<file path="src/rtl/rrcw_isqrt.sv">
// Pipelined integer square root, two result bits per stage.
// Carries a valid bit and an opaque side-band word alongside. No package use.
module rrcw_isqrt #(
  parameter int RW = 22,
  parameter int SW = 1
) (
  input  logic              clk_i,
  input  logic              rst_ni,
  input  logic              vld_i,
  input  logic [2*RW-1:0]   rad_i,
  input  logic [SW-1:0]     side_i,
  output logic              vld_o,
  output logic [RW-1:0]     root_o,
  output logic [SW-1:0]     side_o
);

  localparam int VW = 2 * RW;
  localparam int NS = (RW + 1) / 2;

  logic [NS-1:0] vld_q;
  logic [VW-1:0] v_q   [NS];
  logic [VW-1:0] res_q [NS];
  logic [SW-1:0] sd_q  [NS];

  for (genvar s = 0; s < NS; s++) begin : g_stage
    localparam int I0 = 2 * s;
    localparam int I1 = 2 * s + 1;
    localparam logic [VW-1:0] B0 = VW'(1) << (2 * (RW - 1 - I0));

    logic [VW-1:0] v_in, r_in, v_mid, r_mid, v_out, r_out;
    logic [SW-1:0] sd_in;
    logic          vld_in;

    if (s == 0) begin : g_first
      assign v_in   = rad_i;
      assign r_in   = '0;
      assign sd_in  = side_i;
      assign vld_in = vld_i;
    end else begin : g_next
      assign v_in   = v_q[s-1];
      assign r_in   = res_q[s-1];
      assign sd_in  = sd_q[s-1];
      assign vld_in = vld_q[s-1];
    end

    always_comb begin
      v_mid = v_in;
      r_mid = r_in >> 1;
      if (v_in >= r_in + B0) begin
        v_mid = v_in - (r_in + B0);
        r_mid = (r_in >> 1) + B0;
      end
    end

    if (I1 < RW) begin : g_two
      localparam logic [VW-1:0] B1 = VW'(1) << (2 * (RW - 1 - I1));
      always_comb begin
        v_out = v_mid;
        r_out = r_mid >> 1;
        if (v_mid >= r_mid + B1) begin
          v_out = v_mid - (r_mid + B1);
          r_out = (r_mid >> 1) + B1;
        end
      end
    end else begin : g_one
      assign v_out = v_mid;
      assign r_out = r_mid;
    end

    always_ff @(posedge clk_i or negedge rst_ni) begin
      if (!rst_ni) begin
        vld_q[s] <= 1'b0;
      end else begin
        vld_q[s] <= vld_in;
      end
    end

    always_ff @(posedge clk_i) begin
      v_q[s]   <= v_out;
      res_q[s] <= r_out;
      sd_q[s]  <= sd_in;
    end
  end

  assign vld_o  = vld_q[NS-1];
  assign root_o = RW'(res_q[NS-1]);
  assign side_o = sd_q[NS-1];

endmodule

</file>
<file path="config.mk">
export PLATFORM = sky130hd
export DESIGN_NAME = rrcw_isqrt
export DESIGN_NICKNAME = d
export VERILOG_FILES = /design/src/rtl/rrcw_isqrt.sv
export SDC_FILE = /design/constraint.sdc
export NUM_CORES = 1
export LEC_CHECK = 0
export BUFFER_PORTS_ARGS = -buffer_cell sky130_fd_sc_hd__buf_2
export CORE_MARGIN = 1.5
export CORE_UTILIZATION = 25
export DETAILED_ROUTE_END_ITERATION = 16
export PLACE_DENSITY = 0.48
export SLEW_MARGIN = 20
export SYNTH_ARGS = -nofsm -noshare
export SYNTH_HDL_FRONTEND = slang
export SYNTH_SLANG_ARGS = --single-unit
</file>
<file path="constraint.sdc">
create_clock -name clk_i -period 9.17 [get_ports clk_i]
set_clock_uncertainty 0.1 [all_clocks]
set_input_delay 0.4585 -clock clk_i [delete_from_list [all_inputs] [get_ports clk_i]]
set_output_delay 0.4585 -clock clk_i [all_outputs]
set_load 0.05 [all_outputs]
</file>
# Yosys cells after proc, flatten, opt, wreduce, memory -nomap -nowiden
# Memory sizes are Yosys's and may differ from the RTL's.
# Index checks and enable logic that the tools add are counted.
[totals] ff_bits=11 memories=3 ram_bits=979 inputBits=48 output_inout_bits=24 latchBits=0 mem_bits_ro=0 elab_cells=144
[op_classes] order_cmp=22 div_mod_pow=0 n_shift=0 reduce_logical=0 n_mul=0 addsub=64 n_eq_ne=0 bitwise=0 mux=44
[mem_list] memory="res_q" words=11 word_bits=44 rd=11 rd_ports_with_merged_regs=0 wr=11 line_no="22" text="logic [VW-1:0] res_q [NS];"
[mem_list] memory="v_q" words=11 word_bits=44 rd=10 rd_ports_with_merged_regs=0 wr=11 line_no="21" text="logic [VW-1:0] v_q [NS];"
[mem_list] memory="sd_q" words=11 word_bits=1 rd=11 rd_ports_with_merged_regs=0 wr=11 line_no="23" text="logic [SW-1:0] sd_q [NS];"
[op_table] op="two-way mux 44 bit" n=43
[op_table] op="greater-or-equal comparator 44 bit" n=21
[op_table] op="subtractor 44 bit" n=21
[op_table] op="adder 43 x 1 -> 44 bit (second input constant)" n=1
[op_table] op="adder 43 x 11 -> 44 bit (second input constant)" n=1
[op_table] op="adder 43 x 13 -> 44 bit (second input constant)" n=1
[op_table] op="adder 43 x 15 -> 44 bit (second input constant)" n=1
[op_table] op="adder 43 x 17 -> 44 bit (second input constant)" n=1
[op_table] op="adder 43 x 19 -> 44 bit (second input constant)" n=1
[op_table] op="adder 43 x 21 -> 44 bit (second input constant)" n=1
[op_table] op="adder 43 x 23 -> 44 bit (second input constant)" n=1
[op_table] op="adder 43 x 25 -> 44 bit (second input constant)" n=1
[op_table] op="adder 43 x 27 -> 44 bit (second input constant)" n=1
[op_table] op="adder 43 x 29 -> 44 bit (second input constant)" n=1
[op_table] op="adder 43 x 3 -> 44 bit (second input constant)" n=1
[op_table] op="adder 43 x 31 -> 44 bit (second input constant)" n=1
[op_table] op="adder 43 x 33 -> 44 bit (second input constant)" n=1
[op_table] op="adder 43 x 35 -> 44 bit (second input constant)" n=1
[op_table] op="adder 43 x 37 -> 44 bit (second input constant)" n=1
[op_table] op="adder 43 x 39 -> 44 bit (second input constant)" n=1
[op_table] op="adder 43 x 41 -> 44 bit (second input constant)" n=1
[op_table] op="adder 43 x 5 -> 44 bit (second input constant)" n=1
[op_table] op="adder 43 x 7 -> 44 bit (second input constant)" n=1
[op_table] op="adder 43 x 9 -> 44 bit (second input constant)" n=1
[op_table] op="24 further kinds" n=24

# Depth between registers and ports, before layout
# An unclocked memory read counts as a cell.
[depth] depth_word=7 ltp_mapped=30 ltp_nobuf=25

# Worst setup path before layout
# No wires, ideal clock.
[synth_path] kind="register -> register" start="mem res_q[4][31] (netlist bit)" end="mem v_q[5][42] (netlist bit)" arrival_time_ns=5.478 n_path_buf=3 period_less_slack_ns=5.701 t_required_ns=8.947 setup_ns=0.123 path_stages_with_launch=26 path_slack_ns=3.469 cell_sequence="dfxtp_1 -> inv_1 -> ha_1 -> nand4_1 -> or2_2 -> or4_1 -> and3_1 -> nand2_1 -> clkbuf_1 -> clkbuf_1 -> nor2_1 -> nor2_1 -> ha_1 -> clkbuf_1 -> a21o_1 -> a21o_1 -> a21oi_1 -> o21ai_0 -> a221oi_1 -> o311ai_0 -> a311oi_1 -> nor4b_4 -> clkinv_1 -> nand3_1 -> nor3_1 -> xnor2_1"
[synth_lines] item="start: declaration" line_no="22"
[synth_lines] item="end: declaration" line_no="21"

==> reports/results.txt <==
WL met3: 2740 um
Synth Warn #: 0
initial antenna violation count: 0
routed wl met2: 46190 um
drt wl/cell: 16.40 um
Synth area leader: dfxtp_1
Syn Inst Count: 3820
RD Place Congestion: 0.8568
Critical Path RT: 9570 ps
Seq/Total Area, Yosys: 36.17%
Reg-to-Reg Start: res_q[7][21]$_DFF_P_
highest routed layer: met4
worst skew pair latency: 650 ps
reg2reg end: v_q[8][43]$_DFF_P_
Antenna Nets Post-Route: 0
Ports: 72
Die X: 366.5 um
CTS Buffer Depth: 3
Worst slew margin: 22.95%
worst min path class: primary input to register
Core ar.: 131300 um^2
TritonRoute pass-1 iters: 5
Synth cell types: 96
Setup WS post-layout: 2198 ps
Slew @ Worst Pin: 1127 ps
DP HPWL: 76510 um
Metal-1 WL: 42730 um
total wire length: 94180 um
Async S/R FF share, synth: 1.852%
final slew viol count: 0
RSZ-0062 raised after global routing: no
die height: 366.5 um
Critical Path AT: 7370 ps
share of layout cells above drive strength 1: 7.578%
largest net degree at the start of global routing: 46
critical path class: register to register
Layout Cells excl Fill: 5741
Clk pwr share: 23.4%
Mapped Area: 33030 um^2
Max Cap Viol: 0
dpl ws: 2122 ps
First DRT Iteration DRCs: 1573
number of setup buffers added after CTS: 0
endpoints failing hold: 0
P_sw: 5.164 mW
number of setup violations in the final report: 0
Leak: 16.84 nW
Nets: 4263
H-tree depth: 3
P_int: 7.541 mW
DRC errors left: 0
syn_nets: 4151
total track usage: 13.79%
Seq pwr share: 30.0%
most frequent cell after synthesis: dfxtp_1
Critical Path Start Type: register
overall power: 12.70 mW
most common flop cell mapped by yosys: dfxtp_1
vias in the first global route: 26.99k
first-pass GRT wire length: 149500 um
Worst Hold Launch: rad_i[42]
site row count: 133
EDFF count, synth: 0
root buffer cell: clkbuf_16
GRT overflow: 0
vias per cell: 4.720
R2R Setup Slk: 2200 ps
clk sinks: 594
Worst setup EP type: register
die area: 134300 um^2
#FFs+latches synth: 594
synthesis-to-layout area growth: 15.89%
final core utilization: 29.15%
Placed Cells: 5572
Worst-path clk slew: 60 ps
worst hold stages: 4
PortBufs: 71
largest cells by area after synthesis: dfxtp_1 35%, ha_1 11%, xnor2_1 6.0%
Logic pwr share: 46.6%
Yosys top cell area share: 35.33%
outcome: finished clean
VDD IR-drop max: 134.4 uV
Avg Inst Size Synth: 8.647 um^2
fin crit share: 76.03%
R2R cell count: 23
Crit Path Max Fanout: 31
top cells by count, synth: 583 x dfxtp_1, 329 x nor2_1, 305 x nand2_1
PD cells: 331.9 nW/um^2
minimum clock period: 6972 ps
CTS tree: yes
Achievable Freq: 0.1434 GHz
routed via count: 27.10k
Num CTS Buffers: 68
setup_tns: 0 ps
switching part of the total: 40.64%
hold endpoint: v_q[0][43]$_DFF_P_
Initial Util: 25.16%
==> cell families (layout without fill, tap and decap cells) <==
| kind of cell | after synthesis | after routing | synth area share, % |
|---|---|---|---|
| AO/OA/AOI/OAI | 916 | 916 | 18.02 |
| XOR/XNOR | 362 | 362 | 9.599 |
| adder cells (fa/ha/maj) | 283 | 283 | 10.72 |
| buffers and inverters | 334 | 499 | 4.004 |
| flip-flops | 594 | 594 | 36.17 |
| multiplexers | 71 | 71 | 2.413 |
| other | 0 | 1 | 0 |
| AND/OR/NAND/NOR | 1260 | 1260 | 19.08 |
==> routing by layer <==
| metal | track usage (%) | vias up |
|---|---|---|
| li1 | - | 13920 |
| met2 | 24.69 | 484 |
| met5 | 0 | - |
| met4 | 3.950 | 0 |
| met1 | 16.95 | 12560 |
| met3 | 2.057 | 137 |
==> worst max-delay path, stage by stage (launching register included) <==
cell,delay (ps)
dfxtp_1,400
inv_1,110
ha_1,400
and4_1,290
nand3_1,190
nor4_1,690
a211oi_1,270
nand2_1,170
inv_2,170
o31ai_1,460
ha_1,370
nand2_1,140
nor3_1,80
and3_1,230
and2_1,230
nand2_1,90
nand4_1,100
a31o_2,280
a2111oi_0,810
nand4_1,180
buf_4,300
o211ai_1,380
a2111oi_0,190
xnor2_1,180
==> sequential cells by signal (all words and copies together), names as in the netlist <==
signal / flops
vld_o: 1
sd_q: 11
g_stage.vld_in: 10
res_q: 132
v_q: 440
==> stage by stage <==
| stage | hold slack (ps) | area (um^2) |
|---|---|---|
| after global routing | 76.91 | 38280 |
| after CTS | 34.51 | 38270 |
| final | 90.78 | 38280 |
| after detailed placement | 215.0 | 35310 |
| after floorplan | 62.91 | 33030 |
| after global placement | 210.3 | 35300 |
==> how the worst max path moves through the flow <==
stage / from / end / slack (ps) / depth (start not counted)
2_1_floorplan: res_q[4][31]$_DFF_P_ / v_q[5][42]$_DFF_P_ / 3470 / 25
3_3_place_gp: v_q[7][31]$_DFF_P_ / v_q[8][43]$_DFF_P_ / 2030 / 21
3_5_place_dp: res_q[7][21]$_DFF_P_ / v_q[8][43]$_DFF_P_ / 2120 / 23
4_1_cts: res_q[7][21]$_DFF_P_ / v_q[8][43]$_DFF_P_ / 2070 / 23
5_1_grt: res_q[7][21]$_DFF_P_ / v_q[8][43]$_DFF_P_ / 1610 / 23
6_report: res_q[7][21]$_DFF_P_ / v_q[8][43]$_DFF_P_ / 2200 / 23
==> power groups by stage <==
stage               clock, mW  combinational (mW)  sequential, mW
detailed placement          0                5.85            3.86
floorplan                   0                4.71            3.61
CTS                      3.06                5.91            3.81
finish                   2.97                5.92            3.81
global route             3.17                6.64            3.89
global placement            0                5.87            3.87
==> cells in the final DEF (no fill, tap or decap), drive strengths merged, types with 51 or more instances in the layout <==
master / instances
o21ai: 184
a21oi: 287
nor2: 329
nor3: 99
a21o: 107
nand2: 306
xnor2: 226
nand4: 65
buf: 82
mux2: 51
nand3: 76
nor4: 105
dfxtp: 583
inv: 245
clkbuf: 85
ha: 283
xor2: 136
==> final cells by class <==
| cell class | instances | area, um^2 |
|---|---|---|
| antenna | 1 | 2.502 |
| clock buffer | 85 | 1856 |
| clock inverter | 38 | 655.6 |
| fill | 13890 | 93020 |
| inverter | 249 | 939.7 |
| multi-input combinational | 2892 | 19800 |
| sequential | 594 | 11950 |
| tap | 1755 | 2196 |
| timing repair buffer | 127 | 888.4 |
==> timing repair <==
action / in CTS / in global routing
resized for setup: 0 / 0
hold buffers: 45 / 0
hold endpoints to repair: 55 / 0
(Power assumes the default switching activity.)
