--- src/rtl/rrcw_div.sv ---
// Pipelined restoring divider, two quotient bits per stage.
// Needs dividend < divisor << QW. Carries valid and a side-band word. No package use.
module rrcw_div #(
  parameter int DW = 38,
  parameter int VW = 22,
  parameter int QW = 17,
  parameter int SW = 1
) (
  input  logic          clk_i,
  input  logic          rst_ni,
  input  logic          vld_i,
  input  logic [DW-1:0] dividend_i,
  input  logic [VW-1:0] divisor_i,
  input  logic [SW-1:0] side_i,
  output logic          vld_o,
  output logic [QW-1:0] quot_o,
  output logic [VW-1:0] rem_o,
  output logic [SW-1:0] side_o
);

  localparam int NS = (QW + 1) / 2;
  localparam int W  = (DW > VW + QW) ? DW : VW + QW;

  logic [NS-1:0] vld_q;
  logic [W-1:0]  rem_q [NS];
  logic [QW-1:0] quo_q [NS];
  logic [VW-1:0] dv_q  [NS];
  logic [SW-1:0] sd_q  [NS];

  for (genvar s = 0; s < NS; s++) begin : g_stage
    localparam int K0 = QW - 1 - 2 * s;
    localparam int K1 = K0 - 1;

    logic [W-1:0]  rem_in, rem_mid, rem_out, sh0;
    logic [QW-1:0] q_in, q_mid, q_out;
    logic [VW-1:0] dv_in;
    logic [SW-1:0] sd_in;
    logic          vld_in;

    if (s == 0) begin : g_first
      assign rem_in = W'(dividend_i);
      assign q_in   = '0;
      assign dv_in  = divisor_i;
      assign sd_in  = side_i;
      assign vld_in = vld_i;
    end else begin : g_next
      assign rem_in = rem_q[s-1];
      assign q_in   = quo_q[s-1];
      assign dv_in  = dv_q[s-1];
      assign sd_in  = sd_q[s-1];
      assign vld_in = vld_q[s-1];
    end

    assign sh0 = W'(dv_in) << K0;

    always_comb begin
      rem_mid = rem_in;
      q_mid   = q_in;
      if (rem_in >= sh0) begin
        rem_mid   = rem_in - sh0;
        q_mid[K0] = 1'b1;
      end
    end

    if (K1 >= 0) begin : g_two
      logic [W-1:0] sh1;
      assign sh1 = W'(dv_in) << K1;
      always_comb begin
        rem_out = rem_mid;
        q_out   = q_mid;
        if (rem_mid >= sh1) begin
          rem_out   = rem_mid - sh1;
          q_out[K1] = 1'b1;
        end
      end
    end else begin : g_one
      assign rem_out = rem_mid;
      assign q_out   = q_mid;
    end

    always_ff @(posedge clk_i or negedge rst_ni) begin
      if (!rst_ni) begin
        vld_q[s] <= 1'b0;
      end else begin
        vld_q[s] <= vld_in;
      end
    end

    always_ff @(posedge clk_i) begin
      rem_q[s] <= rem_out;
      quo_q[s] <= q_out;
      dv_q[s]  <= dv_in;
      sd_q[s]  <= sd_in;
    end
  end

  assign vld_o  = vld_q[NS-1];
  assign quot_o = quo_q[NS-1];
  assign rem_o  = VW'(rem_q[NS-1]);
  assign side_o = sd_q[NS-1];

endmodule

--- config.mk ---
export PLATFORM = sky130hd
export DESIGN_NAME = rrcw_div
export DESIGN_NICKNAME = d
export VERILOG_FILES = /design/src/rtl/rrcw_div.sv
export SDC_FILE = /design/constraint.sdc
export NUM_CORES = 2
export LEC_CHECK = 0
export BUFFER_PORTS_ARGS = -buffer_cell sky130_fd_sc_hd__buf_4
export CAP_MARGIN = 20
export CORE_UTILIZATION = 50
export DETAILED_ROUTE_END_ITERATION = 7
export PLACE_DENSITY = 0.66
export SYNTH_ARGS = -nofsm -noshare
export SYNTH_HDL_FRONTEND = slang
export SYNTH_SLANG_ARGS = --single-unit
--- constraint.sdc ---
create_clock -name clk_i -period 7.25 [get_ports clk_i]
set_input_delay 0.3625 -clock clk_i [delete_from_list [all_inputs] [get_ports clk_i]]
set_output_delay 0.3625 -clock clk_i [all_outputs]
set_load 0.02 [all_outputs]
# Word level (Yosys, flattened, before mapping)
# Memory sizes are Yosys's and may differ from the RTL's.
# Cells that the tools add are included.
[word_totals] register_bits=9 mem_bits_ro=0 mem_count=4 wordCells=81 latchBits=0 ramBits=711
[mem_list] memory="rem_q" words=9 width=39 rd=9 rd_clocked_by_memory_dff=0 write_ports=9 line_no="25" text="logic [W-1:0] rem_q [NS];"
[mem_list] memory="dv_q" words=9 width=22 rd=8 rd_clocked_by_memory_dff=0 write_ports=9 line_no="27" text="logic [VW-1:0] dv_q [NS];"
[mem_list] memory="quo_q" words=9 width=17 rd=9 rd_clocked_by_memory_dff=0 write_ports=9 line_no="26" text="logic [QW-1:0] quo_q [NS];"
[mem_list] memory="sd_q" words=9 width=1 rd=9 rd_clocked_by_memory_dff=0 write_ports=9 line_no="28" text="logic [SW-1:0] sd_q [NS];"
[op_classes] mux=34 n_bitwise=0 add_sub_neg=17 shifts=0 div=0 n_lt_le_gt_ge=17 n_mul=0 n_reduce_logical=0 eq_ne=0
[ops] op="39-bit two-way mux" n=17
[ops] op="39-bit by 22-bit greater-or-equal comparator with 1-bit output" n=1
[ops] op="39-bit by 23-bit greater-or-equal comparator with 1-bit output" n=1
[ops] op="39-bit by 24-bit greater-or-equal comparator with 1-bit output" n=1
[ops] op="39-bit by 25-bit greater-or-equal comparator with 1-bit output" n=1
[ops] op="39-bit by 26-bit greater-or-equal comparator with 1-bit output" n=1
[ops] op="39-bit by 27-bit greater-or-equal comparator with 1-bit output" n=1
[ops] op="39-bit by 28-bit greater-or-equal comparator with 1-bit output" n=1
[ops] op="39-bit by 29-bit greater-or-equal comparator with 1-bit output" n=1
[ops] op="39-bit by 30-bit greater-or-equal comparator with 1-bit output" n=1
[ops] op="39-bit by 31-bit greater-or-equal comparator with 1-bit output" n=1
[ops] op="39-bit by 32-bit greater-or-equal comparator with 1-bit output" n=1
[ops] op="39-bit by 33-bit greater-or-equal comparator with 1-bit output" n=1
[ops] op="39-bit by 34-bit greater-or-equal comparator with 1-bit output" n=1
[ops] op="39-bit by 35-bit greater-or-equal comparator with 1-bit output" n=1
[ops] op="39-bit by 36-bit greater-or-equal comparator with 1-bit output" n=1
[ops] op="39-bit by 37-bit greater-or-equal comparator with 1-bit output" n=1
[ops] op="38-bit by 38-bit subtractor with 39-bit output" n=1
[ops] op="39-bit by 22-bit subtractor with 39-bit output" n=1
[ops] op="39-bit by 23-bit subtractor with 39-bit output" n=1
[ops] op="39-bit by 24-bit subtractor with 39-bit output" n=1
[ops] op="39-bit by 25-bit subtractor with 39-bit output" n=1
[ops] op="39-bit by 26-bit subtractor with 39-bit output" n=1
[ops] op="39-bit by 27-bit subtractor with 39-bit output" n=1
[ops] op="other kinds (12)" n=28

# Logic depth before layout (Yosys ltp)
# An unclocked memory read counts as a cell.
[depth] ltp_word=5 depth_mapped=29 mapped_depth_nobuf=28

# Worst setup path before layout
# Ideal clock, no wire load.
[synth_timing] path_kind="reg2reg" startpoint="memory dv_q[0][1]" endpoint="memory rem_q[0][56] (netlist name)" setup_slack_ps=1077 period_less_slack_ps=6173 required_time_ps=7129 path_stages_with_launch=28 arrival_time_ps=6052 cell_sequence="dfxtp_1 inv_1 ha_1 nor2b_1 o21ai_0 a21oi_1 o21bai_1 a31oi_1 o22a_1 a31oi_1 clkbuf_1 clkbuf_1 o21ai_0 fa_1 a21o_1 a21oi_1 o211ai_1 o21ba_2 o221ai_1 o21ai_0 a21o_1 a21oi_1 a21boi_0 o21ai_0 nor4_2 inv_1 buf_2 mux2_2"
[synth_rtl] element="start, declared" line_no="27"
[synth_rtl] element="end, declared" line_no="25"

==> impl_metrics.env <==
export IMPL_grt_first_pass_wirelength_mm=164
export IMPL_clkTransAtPathRegs_ns=0.06
export IMPL_vias=32324
export IMPL_wl_mm=104
export IMPL_clkLatencyLatePin_ns=0.63
export IMPL_yosys_register_bits=617
export IMPL_rsz0062_at_grt="false"
export IMPL_reg2reg_depth=26
export IMPL_netlist_area_leader_share=0.316
export IMPL_ys_top_cells_by_area="dfxtp_1, ha_1, xnor2_1"
export IMPL_worst_setup_path_type="reg2reg"
export IMPL_finalClockSkew_ns=0.0241
export IMPL_cap_violations=0
export IMPL_syn_avg_cell_area_sq_um=8.55
export IMPL_yosys_area_top_type="dfxtp_1"
export IMPL_wl_per_cell_um=18.0
export IMPL_start_util=0.507
export IMPL_yosysSeqAreaShare=0.322
export IMPL_start_kind="flip-flop"
export IMPL_portBuffers=104
export IMPL_numCtsBuffers=69
export IMPL_clkSinkCount=617
export IMPL_drive_gt1_frac=0.0996
export IMPL_finalHoldViolations=0
export IMPL_drt_first_pass_iters=6
export IMPL_outcome="finished clean"
export IMPL_grt_max_degree=45
export IMPL_dieHeight_um=280
export IMPL_syn_area_sq_um=38500
export IMPL_antenna_found_initial=0
export IMPL_ys_types=93
export IMPL_crit_path_max_fanout=22
export IMPL_hold_path_class="in2async"
export IMPL_grt_usage=0.261
export IMPL_yosysWarnings=0
export IMPL_cts_tree="built"
export IMPL_rr_startpoint="dv_q[0][1]"
export IMPL_syn_inst=4510
export IMPL_floorplan_die_area_sq_um=78200
export IMPL_critPathArrivalTime_ns=7.18
export IMPL_ant_nets=0
export IMPL_synth_fp_nets=4965
export IMPL_grt_pass1_vias=30905
export IMPL_viasPerCell=5.61
export IMPL_period_minus_slack_ns=6.69
export IMPL_final_nets=5132
export IMPL_dp_slack_ns=0.600
export IMPL_dp_hpwl_mm=84.2
export IMPL_critPathLaunch="dv_q[0][1]"
export IMPL_cp_data_required_time_ns=7.75
export IMPL_root_buffer="clkbuf_16"
export IMPL_area_growth_pct=12.7
export IMPL_post_cts_buffers=0
export IMPL_finalSetupViolations=0
export IMPL_die_x_um=280
export IMPL_drtIter0Drc=2013
export IMPL_ioPinCount=105
export IMPL_drc=0
export IMPL_synth_edf_count=0
export IMPL_r2r_slack_ns=0.56
export IMPL_clock_fmax_mhz=150
export IMPL_n_fill_cell=6934
export IMPL_ys_flop_type="dfxtp_1"
export IMPL_end_kind="flip-flop"
export IMPL_core_area_sq_um=76100
export IMPL_maxSlewHeadroom=0.414
export IMPL_finalCritPeriodShare=0.922
export IMPL_setup_tns_ns=0
export IMPL_r2r_end="rem_q[0][62]"
export IMPL_worstMarginPinSlew_ns=0.857
export IMPL_row_count=101
export IMPL_setup_slack_ns=0.564
export IMPL_htree_levels=3
export IMPL_ctsLongestPathBuffers=3
export IMPL_slew_viol_final=0
export IMPL_endpoint="rem_q[0][62]"
export IMPL_grt_overflow_total=0
export IMPL_async_flop_share=0.0146
export IMPL_finalWeightedCongestion=0.956
-- worst max-delay path, stage by stage, from the launching register on --
cell	delay [ns]
dfxtp_1	0.31
inv_1	0.17
ha_1	0.28
nor2b_1	0.13
o21ai_0	0.20
a21oi_1	0.15
o21bai_1	0.27
a31oi_1	0.20
o22a_1	0.34
a31oi_2	0.50
mux2_2	0.41
ha_1	0.35
a21o_1	0.20
a21oi_1	0.25
o211ai_1	0.16
o21ba_2	0.26
o221ai_1	0.28
o21ai_0	0.14
a21o_1	0.17
a21oi_1	0.14
buf_4	0.16
a21boi_0	0.18
o21ai_0	0.14
nor4_2	0.15
buf_4	0.21
inv_1	0.37
mux2_2	0.42
-- cells in the mapped netlist (all sizes together), types with 62 or more instances --
cell type,n
mux2,146
nand4,62
a21oi,368
dfxtp,608
ha,374
nor2,315
inv,318
xor2,130
nand2b,63
o21a,63
nand2,372
o21ai,290
nand3,106
xnor2,259
a21o,154
nor3,103
-- worst min-delay path by stage --
stage	start	end	slack [ns]	cells past startpoint
2_1_floorplan	rst_ni	g_stage[1].vld_in	0.07	0
3_3_place_gp	rst_ni	g_stage[1].vld_in	0.19	1
3_5_place_dp	rst_ni	g_stage[2].vld_in	0.19	1
4_1_cts	rst_ni	g_stage[1].vld_in	0.05	2
5_1_grt	rst_ni	g_stage[1].vld_in	0.09	2
6_report	rst_ni	g_stage[1].vld_in	0.09	2
-- flip-flops by register name (all words and copies together), names as in the netlist --
name            cells
quo_q              89
vld_o               1
dv_q              176
rem_q             334
g_stage.vld_in      8
sd_q                9
-- repair_timing --
action	in CTS	in global routing
hold buffers	41	0
hold endpoints to repair	49	0
gates resized for setup	0	1
endpoints found under the setup margin	0	2
-- through the flow --
step / area, sq um / instances / hold WS [ns] / util
finish: 43400 / 5760 / 0.0885 / 0.571
global route: 43400 / 5759 / 0.0861 / 0.571
CTS: 43400 / 5759 / 0.0519 / 0.571
detailed placement: 40500 / 5595 / 0.191 / 0.533
global placement: 40500 / 5595 / 0.186 / 0.533
floorplan: 38500 / 4510 / 0.0669 / -
-- layout make-up --
type,count,area [sq um],share of cell area
Multi-Input combinational cell,3490,24600,0.567
Sequential cell,617,12400,0.286
Clock buffer,84,1850,0.0427
Timing Repair Buffer,179,1450,0.0333
Tap cell,1030,1290,0.0297
Inverter,320,1200,0.0277
Clock inverter,39,619,0.0143
Antenna cell,1,2.50,0.0000576
-- metal layers --
metal	routed length (um)	part of all wire	track usage
met2	50100	0.48	0.459
met1	46000	0.44	0.327
met4	3760	0.036	0.101
met5	0	0	0
met3	4060	0.039	0.0265
-- kinds of logic (layout without fill, tap and decap cells) --
group | after synthesis | in the layout | synth area share
and+or+nand+nor | 1347 | 1347 | 0.174
AOI/OAI and AO/OA | 1197 | 1197 | 0.196
DFF | 617 | 617 | 0.322
buffers and inverters | 403 | 622 | 0.0407
adders and majority gates | 391 | 391 | 0.130
xor gates and xnor gates | 389 | 389 | 0.0884
muxes | 166 | 166 | 0.0492
other | 0 | 1 | 0
-- layout by cell type (no fill, tap or decap), drive strengths merged, types with 17 or more instances in the layout --
| cell | Yosys | routed |
|---|---|---|
| xnor2 | 259 | 259 |
| xor2 | 130 | 130 |
| fa | 17 | 17 |
| buf | 30 | 138 |
| o21bai | 39 | 39 |
| and2 | 29 | 29 |
| a21oi | 368 | 368 |
| or2 | 36 | 36 |
| o211ai | 19 | 19 |
| inv | 318 | 324 |
| mux2i | 20 | 20 |
| nand3 | 106 | 106 |
| clkinv | 2 | 21 |
| dlygate4sd3 | 0 | 41 |
| dfxtp | 608 | 608 |
| mux2 | 146 | 146 |
| nor2 | 315 | 315 |
| nand2 | 372 | 372 |
| nand2b | 63 | 63 |
| nand4 | 62 | 62 |
| nor2b | 51 | 51 |
| and3 | 39 | 39 |
| a211oi | 52 | 52 |
| a31oi | 33 | 33 |
| or3 | 36 | 36 |
| o21ai | 290 | 290 |
| o31ai | 32 | 32 |
| a21o | 154 | 154 |
| ha | 374 | 374 |
| or4 | 17 | 17 |
| nor4 | 53 | 53 |
| nor3 | 103 | 103 |
| o21a | 63 | 63 |
| clkbuf | 53 | 84 |
Power is not shown: default switching activity piles up to over one toggle a cycle in this logic, so the estimate is an artifact.
